<file path="src/rtl/swco_pkg.sv">
// Shared types, codes and helpers for the shifter with carry-out.
// No dependencies; every other file in rtl/ uses this package.
`default_nettype none

package swco_pkg;

   localparam int unsigned DataWidth = 32;
   localparam int unsigned RotWidth  = 5;

   // shift kinds as carried on req_op
   localparam logic [1:0] OP_LSL = 2'd0;
   localparam logic [1:0] OP_LSR = 2'd1;
   localparam logic [1:0] OP_ASR = 2'd2;
   localparam logic [1:0] OP_ROR = 2'd3;

   localparam logic [DataWidth-1:0] ALL_ONES = '1;

   // where the carry-out comes from
   typedef enum logic [1:0] {
      CY_CIN  = 2'd0,
      CY_BIT  = 2'd1,
      CY_ZERO = 2'd2
   } carry_sel_type;

   // decode stage -> coarse rotate stage
   typedef struct packed {
      logic                 valid;
      logic [DataWidth-1:0] operand;
      logic [RotWidth-1:0]  rot;
      logic                 mask_none;
      logic                 mask_left;
      logic [RotWidth-1:0]  mask_cnt;
      logic                 fill;
      carry_sel_type        cy_sel;
      logic [RotWidth-1:0]  cy_idx;
      logic                 carry_in;
   } dec_type;

   // coarse rotate stage -> fine rotate / merge stage
   typedef struct packed {
      logic                 valid;
      logic [DataWidth-1:0] data;
      logic [1:0]           rot_fine;
      logic [DataWidth-1:0] mask;
      logic                 fill;
      logic                 carry;
   } mid_type;

   function automatic logic [DataWidth-1:0] rotr32(input logic [DataWidth-1:0] x,
                                                    input logic [RotWidth-1:0]  s);
      logic [2*DataWidth-1:0] w;
      w = {x, x} >> s;
      return w[DataWidth-1:0];
   endfunction

endpackage

`default_nettype wire

</file>
<file path="src/rtl/swco_decode.sv">
// First stage: folds every shift kind and special amount into one
// rotate / mask / fill / carry-select recipe. Depends on swco_pkg.
`default_nettype none

module swco_decode (
   input  wire logic              clock,
   input  wire logic              reset,
   input  wire logic              start,
   input  wire logic [1:0]        req_op,
   input  wire logic [31:0]       req_operand,
   input  wire logic [7:0]        req_amount,
   input  wire logic              req_from_immediate,
   input  wire logic              req_carry_in,
   output swco_pkg::dec_type      dec_ff
);

   swco_pkg::dec_type dec_in;

   logic       amt_zero;
   logic [7:0] amt;
   logic       big;
   logic       eq32;
   logic [4:0] n5;

   assign amt_zero = (req_amount == 8'd0);
   // immediate zero on LSR/ASR means 32
   assign amt      = amt_zero ? 8'd32 : req_amount;
   assign big      = (amt[7:5] != 3'd0);
   assign eq32     = (amt == 8'd32);
   assign n5       = amt[4:0];

   always_comb begin
      dec_in           = '0;
      dec_in.valid     = start;
      dec_in.operand   = req_operand;
      dec_in.carry_in  = req_carry_in;
      dec_in.cy_sel    = swco_pkg::CY_CIN;
      if (amt_zero && (!req_from_immediate || req_op == swco_pkg::OP_LSL)) begin
         // pass through: rotate 0, full mask, carry kept
         dec_in.cy_sel = swco_pkg::CY_CIN;
      end else if (amt_zero && req_op == swco_pkg::OP_ROR) begin
         // RRX: rotate by one, carry_in fills bit 31
         dec_in.rot      = 5'd1;
         dec_in.mask_cnt = 5'd1;
         dec_in.fill     = req_carry_in;
         dec_in.cy_sel   = swco_pkg::CY_BIT;
         dec_in.cy_idx   = 5'd0;
      end else begin
         unique case (req_op)
            swco_pkg::OP_LSL: begin
               if (!big) begin
                  dec_in.rot       = 5'd0 - n5;
                  dec_in.mask_left = 1'b1;
                  dec_in.mask_cnt  = n5;
                  dec_in.cy_sel    = swco_pkg::CY_BIT;
                  dec_in.cy_idx    = 5'd0 - n5;
               end else begin
                  dec_in.mask_none = 1'b1;
                  dec_in.cy_sel    = eq32 ? swco_pkg::CY_BIT : swco_pkg::CY_ZERO;
                  dec_in.cy_idx    = 5'd0;
               end
            end
            swco_pkg::OP_LSR: begin
               if (!big) begin
                  dec_in.rot      = n5;
                  dec_in.mask_cnt = n5;
                  dec_in.cy_sel   = swco_pkg::CY_BIT;
                  dec_in.cy_idx   = n5 - 5'd1;
               end else begin
                  dec_in.mask_none = 1'b1;
                  dec_in.cy_sel    = eq32 ? swco_pkg::CY_BIT : swco_pkg::CY_ZERO;
                  dec_in.cy_idx    = 5'd31;
               end
            end
            swco_pkg::OP_ASR: begin
               dec_in.fill   = req_operand[31];
               dec_in.cy_sel = swco_pkg::CY_BIT;
               if (!big) begin
                  dec_in.rot      = n5;
                  dec_in.mask_cnt = n5;
                  dec_in.cy_idx   = n5 - 5'd1;
               end else begin
                  dec_in.mask_none = 1'b1;
                  dec_in.cy_idx    = 5'd31;
               end
            end
            swco_pkg::OP_ROR: begin
               // amount mod 32; a multiple of 32 wraps the carry index to bit 31
               dec_in.rot    = n5;
               dec_in.cy_sel = swco_pkg::CY_BIT;
               dec_in.cy_idx = n5 - 5'd1;
            end
         endcase
      end
   end

   always_ff @(posedge clock) begin
      if (reset) begin
         dec_ff <= '0;
      end else begin
         dec_ff <= dec_in;
      end
   end

endmodule

`default_nettype wire

</file>
<file path="src/rtl/swco_coarse.sv">
// Second stage: rotate by multiples of four, build the keep mask and
// pick the carry-out bit. Depends on swco_pkg.
`default_nettype none

module swco_coarse (
   input  wire logic              clock,
   input  wire logic              reset,
   input  wire swco_pkg::dec_type dec,
   output swco_pkg::mid_type      mid_ff
);

   swco_pkg::mid_type mid_in;

   always_comb begin
      mid_in          = '0;
      mid_in.valid    = dec.valid;
      mid_in.data     = swco_pkg::rotr32(dec.operand, {dec.rot[4:2], 2'b00});
      mid_in.rot_fine = dec.rot[1:0];
      mid_in.fill     = dec.fill;
      if (dec.mask_none) begin
         mid_in.mask = '0;
      end else if (dec.mask_left) begin
         mid_in.mask = swco_pkg::ALL_ONES << dec.mask_cnt;
      end else begin
         mid_in.mask = swco_pkg::ALL_ONES >> dec.mask_cnt;
      end
      case (dec.cy_sel)
         swco_pkg::CY_CIN:  mid_in.carry = dec.carry_in;
         swco_pkg::CY_BIT:  mid_in.carry = dec.operand[dec.cy_idx];
         swco_pkg::CY_ZERO: mid_in.carry = 1'b0;
         default:           mid_in.carry = 1'b0;
      endcase
   end

   always_ff @(posedge clock) begin
      if (reset) begin
         mid_ff <= '0;
      end else begin
         mid_ff <= mid_in;
      end
   end

endmodule

`default_nettype wire

</file>
<file path="src/rtl/swco_merge.sv">
// Third stage: finish the rotate, merge kept bits with the fill bit and
// register the result beat. Depends on swco_pkg.
`default_nettype none

module swco_merge (
   input  wire logic              clock,
   input  wire logic              reset,
   input  wire swco_pkg::mid_type mid,
   output logic                   rsp_valid,
   output logic [31:0]            rsp_shifted,
   output logic                   rsp_carry_out
);

   logic        valid_ff;
   logic        valid_in;
   logic [31:0] shifted_ff;
   logic [31:0] shifted_in;
   logic        carry_ff;
   logic        carry_in;
   logic [31:0] rotated;

   assign rotated    = swco_pkg::rotr32(mid.data, {3'b000, mid.rot_fine});
   assign shifted_in = (rotated & mid.mask) | (~mid.mask & {32{mid.fill}});
   assign carry_in   = mid.carry;
   assign valid_in   = mid.valid;

   always_ff @(posedge clock) begin
      shifted_ff <= shifted_in;
      carry_ff   <= carry_in;
      if (reset) begin
         valid_ff <= 1'b0;
      end else begin
         valid_ff <= valid_in;
      end
   end

   assign rsp_valid     = valid_ff;
   assign rsp_shifted   = shifted_ff;
   assign rsp_carry_out = carry_ff;

endmodule

`default_nettype wire

</file>
<file path="src/rtl/shifter_with_carry_out_top.sv">
// Top level of the 32-bit shifter with carry-out: three register stages.
// Depends on swco_pkg, swco_decode, swco_coarse, swco_merge.
//
//   channel | ports                               | marked by
//   --------+-------------------------------------+------------------------
//   request | req_op req_operand req_amount       | start high, busy low
//           | req_from_immediate req_carry_in     |
//   result  | rsp_shifted rsp_carry_out           | rsp_valid, one cycle
//
// One beat in per cycle, one result per beat, registered in turn by the decode,
// coarse rotate and fine rotate/merge registers.
// busy is always low. Synchronous reset clears the stage valid bits;
// beats in flight at reset are dropped. The receiver cannot stall.
`default_nettype none

module shifter_with_carry_out_top (
   input  wire logic        clock,
   input  wire logic        reset,
   input  wire logic        start,
   output logic             busy,
   input  wire logic [1:0]  req_op,
   input  wire logic [31:0] req_operand,
   input  wire logic [7:0]  req_amount,
   input  wire logic        req_from_immediate,
   input  wire logic        req_carry_in,
   output logic             rsp_valid,
   output logic [31:0]      rsp_shifted,
   output logic             rsp_carry_out
);

   swco_pkg::dec_type dec;
   swco_pkg::mid_type mid;

   assign busy = 1'b0;

   swco_decode u_decode (
      .clock              (clock),
      .reset              (reset),
      .start              (start),
      .req_op             (req_op),
      .req_operand        (req_operand),
      .req_amount         (req_amount),
      .req_from_immediate (req_from_immediate),
      .req_carry_in       (req_carry_in),
      .dec_ff             (dec)
   );

   swco_coarse u_coarse (
      .clock  (clock),
      .reset  (reset),
      .dec    (dec),
      .mid_ff (mid)
   );

   swco_merge u_merge (
      .clock         (clock),
      .reset         (reset),
      .mid           (mid),
      .rsp_valid     (rsp_valid),
      .rsp_shifted   (rsp_shifted),
      .rsp_carry_out (rsp_carry_out)
   );

`ifndef NO_ASSERTIONS
   // every accepted beat comes out as a result beat
   a_latency: assert property (@(posedge clock) disable iff (reset)
      start |-> ##3 rsp_valid)
      else $error("result beat missing after accepted request");

   // no result beat without a matching earlier request
   a_no_invent: assert property (@(posedge clock) disable iff (reset)
      rsp_valid |-> $past(start && !reset, 3))
      else $error("result beat without matching request");

   // register-form zero amount passes value and carry straight through
   a_zero_pass: assert property (@(posedge clock) disable iff (reset)
      (rsp_valid && $past(req_amount == 8'd0 && !req_from_immediate, 3)) |->
      (rsp_shifted == $past(req_operand, 3) && rsp_carry_out == $past(req_carry_in, 3)))
      else $error("zero-amount pass-through mismatch");
`endif

endmodule

`default_nettype wire

</file>
<file path="config.mk">
export PLATFORM = sky130hd
export DESIGN_NAME = shifter_with_carry_out_top
export DESIGN_NICKNAME = d
export VERILOG_FILES = /design/src/rtl/swco_pkg.sv /design/src/rtl/swco_decode.sv /design/src/rtl/swco_coarse.sv /design/src/rtl/swco_merge.sv /design/src/rtl/shifter_with_carry_out_top.sv
export SDC_FILE = /design/constraint.sdc
export NUM_CORES = 1
export LEC_CHECK = 0
export BUFFER_PORTS_ARGS = -buffer_cell sky130_fd_sc_hd__buf_2
export CORE_MARGIN = 10
export CORE_UTILIZATION = 40
export DETAILED_ROUTE_END_ITERATION = 10
export PLACE_DENSITY = 0.63
export REMOVE_ABC_BUFFERS = 1
export SYNTH_ARGS = -nofsm -noshare
export SYNTH_HDL_FRONTEND = slang
export SYNTH_SLANG_ARGS = --single-unit
</file>
<file path="constraint.sdc">
create_clock -name clock -period 2.4 [get_ports clock]
set_input_delay 0.12 -clock clock [delete_from_list [all_inputs] [get_ports clock]]
set_output_delay 0.12 -clock clock [all_outputs]
set_load 0.02 [all_outputs]
</file>
* Word level (Yosys, flattened, before mapping) *
Index checks and enable logic that the tools add are counted.

storage, ports and cells
  bits in registers = 157
  output and inout port bits = 35
  input port bits = 47

cells by class
  reduce and logical (&&, ||, !) cells = 15
  shifts and indexed selects = 4
  $lt $le $gt $ge = 1
  add/subtract/negate cells = 2
  bitwise gates (word level) = 6
  eq/ne operators = 5
  multiplexer cells = 19

operator list
  operator                                                                      number
  32-bit AND                                                                    2
  64-bit by 2-bit right shift with 32-bit output                                1
  64-bit by 5-bit right shift with 32-bit output                                1
  32-bit 2-to-1 mux                                                             1
  32-bit inverter                                                               1
  32-bit bitwise OR                                                             1
  32-bit by 5-bit << shifter with 32-bit output, first input constant           1
  32-bit by 5-bit right shift with 32-bit output, first input constant          1
  7-bit case mux with 4 select lines                                            1
  5-bit 2-to-1 mux                                                              3
  5-bit case mux with 3 select lines                                            1
  7-bit 2-to-1 mux                                                              2
  5-bit case mux with 2 select lines                                            1
  9-bit 2-to-1 mux                                                              1
  8-bit by 6-bit equality test with 1-bit output, second input constant         1
  8-bit logical NOT                                                             1
  8-bit 2-to-1 mux                                                              1
  4-bit OR reduction                                                            2
  5-bit by 6-bit less-than comparator with 1-bit output, second input constant  1
  6-bit 2-to-1 mux                                                              1
  2-bit OR reduction                                                            3
  3-bit OR reduction                                                            2
  1-bit binary-select mux with 5-bit select                                     1
  1-bit by 5-bit subtractor with 5-bit output, first input constant             1
  other kinds (12)                                                              20

* Logic depth before layout (Yosys ltp) *
  depth in word-level cells = 7
  depth in mapped cells = 9
  mapped depth without buffers = 7

* Hierarchy *
From an unflattened synthesis, not the netlist that was laid out.

unflattened totals
  cell total of the unflattened synthesis = 647
  area total of the unflattened synthesis = 7533.5 µm²

by module, submodules not included
  module                      cells each  instances  area an instance (µm²)
  swco_coarse                 346         1          3638.5
  swco_merge                  110         1          1981.9
  swco_decode                 189         1          1901.8
  shifter_with_carry_out_top  2           1          11.3

* Least setup slack after synthesis *
Ideal clock, no wire load.

  path kind = register -> register
  start = register u_coarse.mid_ff[34] in the netlist's numbering
  end = register u_merge.shifted_ff[25], in the netlist u_merge.rsp_shifted[25]
  slack = 497 ps
  library setup time = 121 ps
  stages on the path, launching flop included = 7
  arrival time = 1783 ps
  period minus slack after synthesis = 1903 ps
  buffers on the path = 3
  path through = dfxtp_1 > clkbuf_1 > buf_1 > buf_2 > mux2i_1 > o21ai_0 > mux2_2

between the ends
  longest elaborated chain between the ends = 3

RTL lines
  item                                            line               source
  from (decl)                                     swco_coarse.sv:9   output swco_pkg::mid_type mid_ff
  from (signal assigned)                          swco_coarse.sv:39  mid_ff <= mid_in;
  64-bit by 2-bit right shift with 32-bit output  swco_pkg.sv:52     w = {x, x} >> s;
  32-bit AND                                      swco_merge.sv:23   assign shifted_in = (rotated & mid.mask) | (~mid.mask & {32{mid.fill}});
  32-bit bitwise OR                               swco_merge.sv:23
  via u_merge.shifted_in[25]                      swco_merge.sv:17   logic [31:0] shifted_in;
  to (signal assigned)                            swco_merge.sv:28   shifted_ff <= shifted_in;
  to (decl)                                       swco_merge.sv:16   logic [31:0] shifted_ff;

The timed path passes the listed nets, and every way through them passes these cells.
A chain may end at the register's enable or synchronous reset.

* Worst setup path in the final report *
  start = input req_amount[1]
  end = register u_decode.dec_ff[4] in the netlist's numbering

between the ends
  longest elaborated chain between the ends = 5
  elaborated cells between the ends (all ways) = 12
  classes of those cells = 2 x add/sub; 5 x mux; 5 x reduce/logical

RTL lines
  item                                                                 line                                                     source
  from (decl)                                                          shifter_with_carry_out_top.sv:23                         input wire logic [7:0] req_amount,
  8-bit logical NOT                                                    swco_decode.sv:25                                        assign amt_zero = (req_amount == 8'd0);
  8-bit 2-to-1 mux                                                     swco_decode.sv:27                                        assign amt = amt_zero ? 8'd32 : req_amount;
  5-bit by 1-bit subtractor with 5-bit output (tied with other cells)  swco_decode.sv:68, swco_decode.sv:81, swco_decode.sv:91
  5-bit 2-to-1 mux (tied with other cells)                             swco_decode.sv:78                                        if (!big) begin
  7-bit case mux with 4 select lines                                   swco_decode.sv:49                                        unique case (req_op)
  to (signal assigned)                                                 swco_decode.sv:101                                       dec_ff <= dec_in;
  to (decl)                                                            swco_decode.sv:14                                        output swco_pkg::dec_type dec_ff

Parallel ways exist; a longest one is shown, timed or not.

==> flow_summary.json <==
{
  "combPwrFrac_pct": 11.3,
  "fp.dieW_um": 153,
  "stdcell_count": 1037,
  "seqCellArea_um2": 3150,
  "hpwl_um": 12600,
  "synth_cell_types": 46,
  "hold_path.class": "in -> reg",
  "io_buffers": 80,
  "vdd.ir_drop.worst_v": 0.000560,
  "grt_pass1_wl_um": 28200,
  "clk_pin_slew_ps": 60,
  "rows": 48,
  "path_class": "in -> reg",
  "synth-xor-area-share_pct": 0.369,
  "async_reset_ff_share_pct": 0,
  "fin_area_um2": 8720,
  "post-cts-setup-buffers": 0,
  "pwr-share-clk_pct": 43.2,
  "setup_violations": 0,
  "antenna_found_initial": 0,
  "post-route-util_pct": 50.3,
  "drt_first_pass_iters": 5,
  "post-place-ws_ps": 217,
  "min_period_ps": 2240,
  "fin_crit_sh_pct": 93.4,
  "grt_pass1_vias": 5354,
  "vias": 5403,
  "wl_um": 17300,
  "status": "completed",
  "die_y_um": 153,
  "max_freq_mhz": 446,
  "hold_viol_final": 0,
  "n_antenna_cell": 0,
  "relSlewSlack_pct": 51.4,
  "yosys.area_share.adder_pct": 0.878,
  "grt_max_degree": 52,
  "place_inst": 969,
  "clk_latency_ps": 430,
  "clock_skew_ps": 8.25,
  "globalRouteOverflowTotal": 0,
  "area_delta_synth_final_pct": 22.4,
  "wl_per_cell_um": 16.7,
  "setup_tns_ps": 0,
  "start_util_pct": 41.1,
  "cts_max_path_buffers": 2,
  "p_leak_uw": 0.00347,
  "fin_nets": 851,
  "die-area_um2": 23600,
  "syn_area_per_cell_um2": 10.2,
  "num_io_pins": 82,
  "grt_usage_pct": 14.7,
  "cp_max_fo": 8,
  "cts_tree": "yes",
  "syn_inst": 701,
  "sw_frac_of_total_pct": 23.4,
  "switching_power_uw": 1480,
  "start_kind": "input pin",
  "place_congestion": 0.907,
  "synth_top_family_by_area": "multiplexers",
  "pwr-share-seq_pct": 45.5,
  "first_iter_violations": 446,
  "p_int_uw": 4840,
  "cts_root_buf": "clkbuf_16",
  "synth_compound_area_share_pct": 9.30,
  "cts_buffers": 17,
  "synth-simple-area-share_pct": 14.1,
  "arrival_ps": 2600,
  "drt-vias-per-instance": 5.21,
  "required_ps": 2760,
  "synth_edf_count": 0,
  "worstMarginPinSlew_ps": 728,
  "dpl_cell_area_um2": 7750,
  "worst_slack_ps": 159,
  "yosysWarningCount": 0,
  "multi_input_area_um2": 3730,
  "h-tree-depth": 4,
  "core_um2": 17400,
  "fill_cells": 1569,
  "ys.flop_type": "dfxtp_1",
  "grt_setup_unrepaired": "no",
  "slew_viol_final": 0,
  "cts.sinks": 157,
  "seq_area_frac_synth_pct": 44.1,
  "ant_nets": 0,
  "maxCapViolations": 0,
  "drc": 0,
  "ys_ff_latch": 157,
  "layout-drive-gt1-share_pct": 28.1,
  "cp-end-kind": "register",
  "synthMuxAreaShare_pct": 27.5,
  "syn_area_um2": 7130,
  "power_density_nw_per_um2": 725
}
[state kept, by name (all words and copies together) (netlist names)]
name	flops
u_merge.rsp_carry_out	1
u_merge.rsp_shifted	32
u_coarse.mid_ff	69
u_decode.dec_ff	54
u_merge.rsp_valid	1
[placed cells by master, fill, tap and decap left out, types with 4 or more instances in the layout]
cell and instances:
nand2_1 36, inv_1 9, dfxtp_1 154, buf_4 19, or3_1 5, a31oi_1 5, nand3_1 10, mux2_2 49
nor3_1 8, nor2_1 89, a211oi_1 5, ha_1 5, o21ai_0 39, buf_2 80, nor2b_1 41, dlygate4sd3_1 36
a21oi_1 51, mux4_2 40, clkbuf_16 17, and3_1 4, clkinv_2 4, mux2i_1 51, clkinvlp_4 4
[path summary, 6_finish.rpt]
kind                                    startpoint               endpoint  slack [ps]  cells past startpoint
worst max-delay path                 req_amount[1]     u_decode.dec_ff[4]         160                      9
worst min-delay path                 req_amount[2]    u_decode.dec_ff[11]          20                      2
worst min register to register  u_coarse.mid_ff[0]  u_merge.rsp_carry_out         380                      0
worst max register to register  u_decode.dec_ff[1]     u_coarse.mid_ff[0]         500                      4
[per-stage QoR]
| stage | hold WS, ps | power, µW |
|---|---|---|
| after floorplan | 192 | 3350 |
| after global placement | 328 | 3600 |
| after detailed placement | 336 | 3600 |
| after CTS | 0.0659 | 6390 |
| after global routing | 10.9 | 6590 |
| final | 19.4 | 6320 |
[timing repair]
item                                   CTS  global route
hold buffers                            36             0
resized for setup                        0             0
endpoints found under the hold margin   38             0
[per-layer routing]
layer	part of all wire, %	vias up	GRT usage [%]	wire length (µm)
met1	45	2532	18.9	7770
met3	6.5	25	4.18	1130
met2	46	172	22.9	8000
met4	2.2	0	5.58	377
met5	0	-	0	0
li1	-	2674	-	-
[cell families (layout without fill, tap and decap cells)]
logic type,Yosys count,in the layout
adders and majority gates,5,5
xor gates and xnor gates,3,3
muxes,140,140
buffers and inverters,66,177
other,1,1
AOI/OAI and AO/OA,117,117
and+or+nand+nor,212,212
DFF,157,157
[synthesized netlist by cell type, types with 2 or more instances]
| cell type | count | area (µm²) |
|---|---|---|
| dfxtp_1 | 157 | 3140 |
| nor2_1 | 89 | 334 |
| a21oi_1 | 51 | 255 |
| mux2i_1 | 51 | 510 |
| mux2_2 | 49 | 552 |
| nor2b_1 | 41 | 257 |
| clkbuf_1 | 40 | 150 |
| mux4_2 | 40 | 901 |
| o21ai_0 | 39 | 195 |
| nand2_1 | 36 | 135 |
| buf_1 | 10 | 37.5 |
| nand3_1 | 10 | 50.1 |
| inv_1 | 9 | 33.8 |
| nor3_1 | 8 | 40.0 |
| buf_2 | 6 | 30.0 |
| a211oi_1 | 5 | 37.5 |
| a31oi_1 | 5 | 31.3 |
| ha_1 | 5 | 62.6 |
| or3_1 | 5 | 31.3 |
| and3_1 | 4 | 25.0 |
| and2_1 | 3 | 18.8 |
| nand2b_1 | 3 | 18.8 |
| o21bai_1 | 3 | 22.5 |
| or2_2 | 3 | 18.8 |
| nand3b_1 | 2 | 15.0 |
| nor4_1 | 2 | 12.5 |
| nor4b_1 | 2 | 17.5 |
| o211a_1 | 2 | 20.0 |
| o211ai_1 | 2 | 15.0 |
| o21ba_2 | 2 | 20.0 |
| xor2_1 | 2 | 17.5 |
[critical path: stages]
cell	delay [ps]
dlygate4sd3_1	530
buf_2	140
inv_1	50
ha_1	210
or4b_1	600
o32a_1	270
xor2_1	170
or3_1	340
a31oi_1	150
[power by group through the flow]
stage / combinational (µW) / clock (µW) / sequential (µW)
floorplan: 396 / 0 / 2950
global placement: 668 / 0 / 2930
detailed placement: 668 / 0 / 2930
CTS: 718 / 2790 / 2880
global route: 787 / 2900 / 2900
finish: 715 / 2730 / 2880
[final cells by class]
| class | instances | share of cell area [%] |
|---|---|---|
| Clock inverter | 11 | 1.61 |
| Clock buffer | 21 | 5.39 |
| Inverter | 9 | 0.387 |
| Tap cell | 225 | 3.23 |
| Timing Repair Buffer | 136 | 10.6 |
| Sequential cell | 157 | 36.1 |
| Multi-Input combinational cell | 478 | 42.7 |
Note: power is estimated with default switching activity, not from simulation.
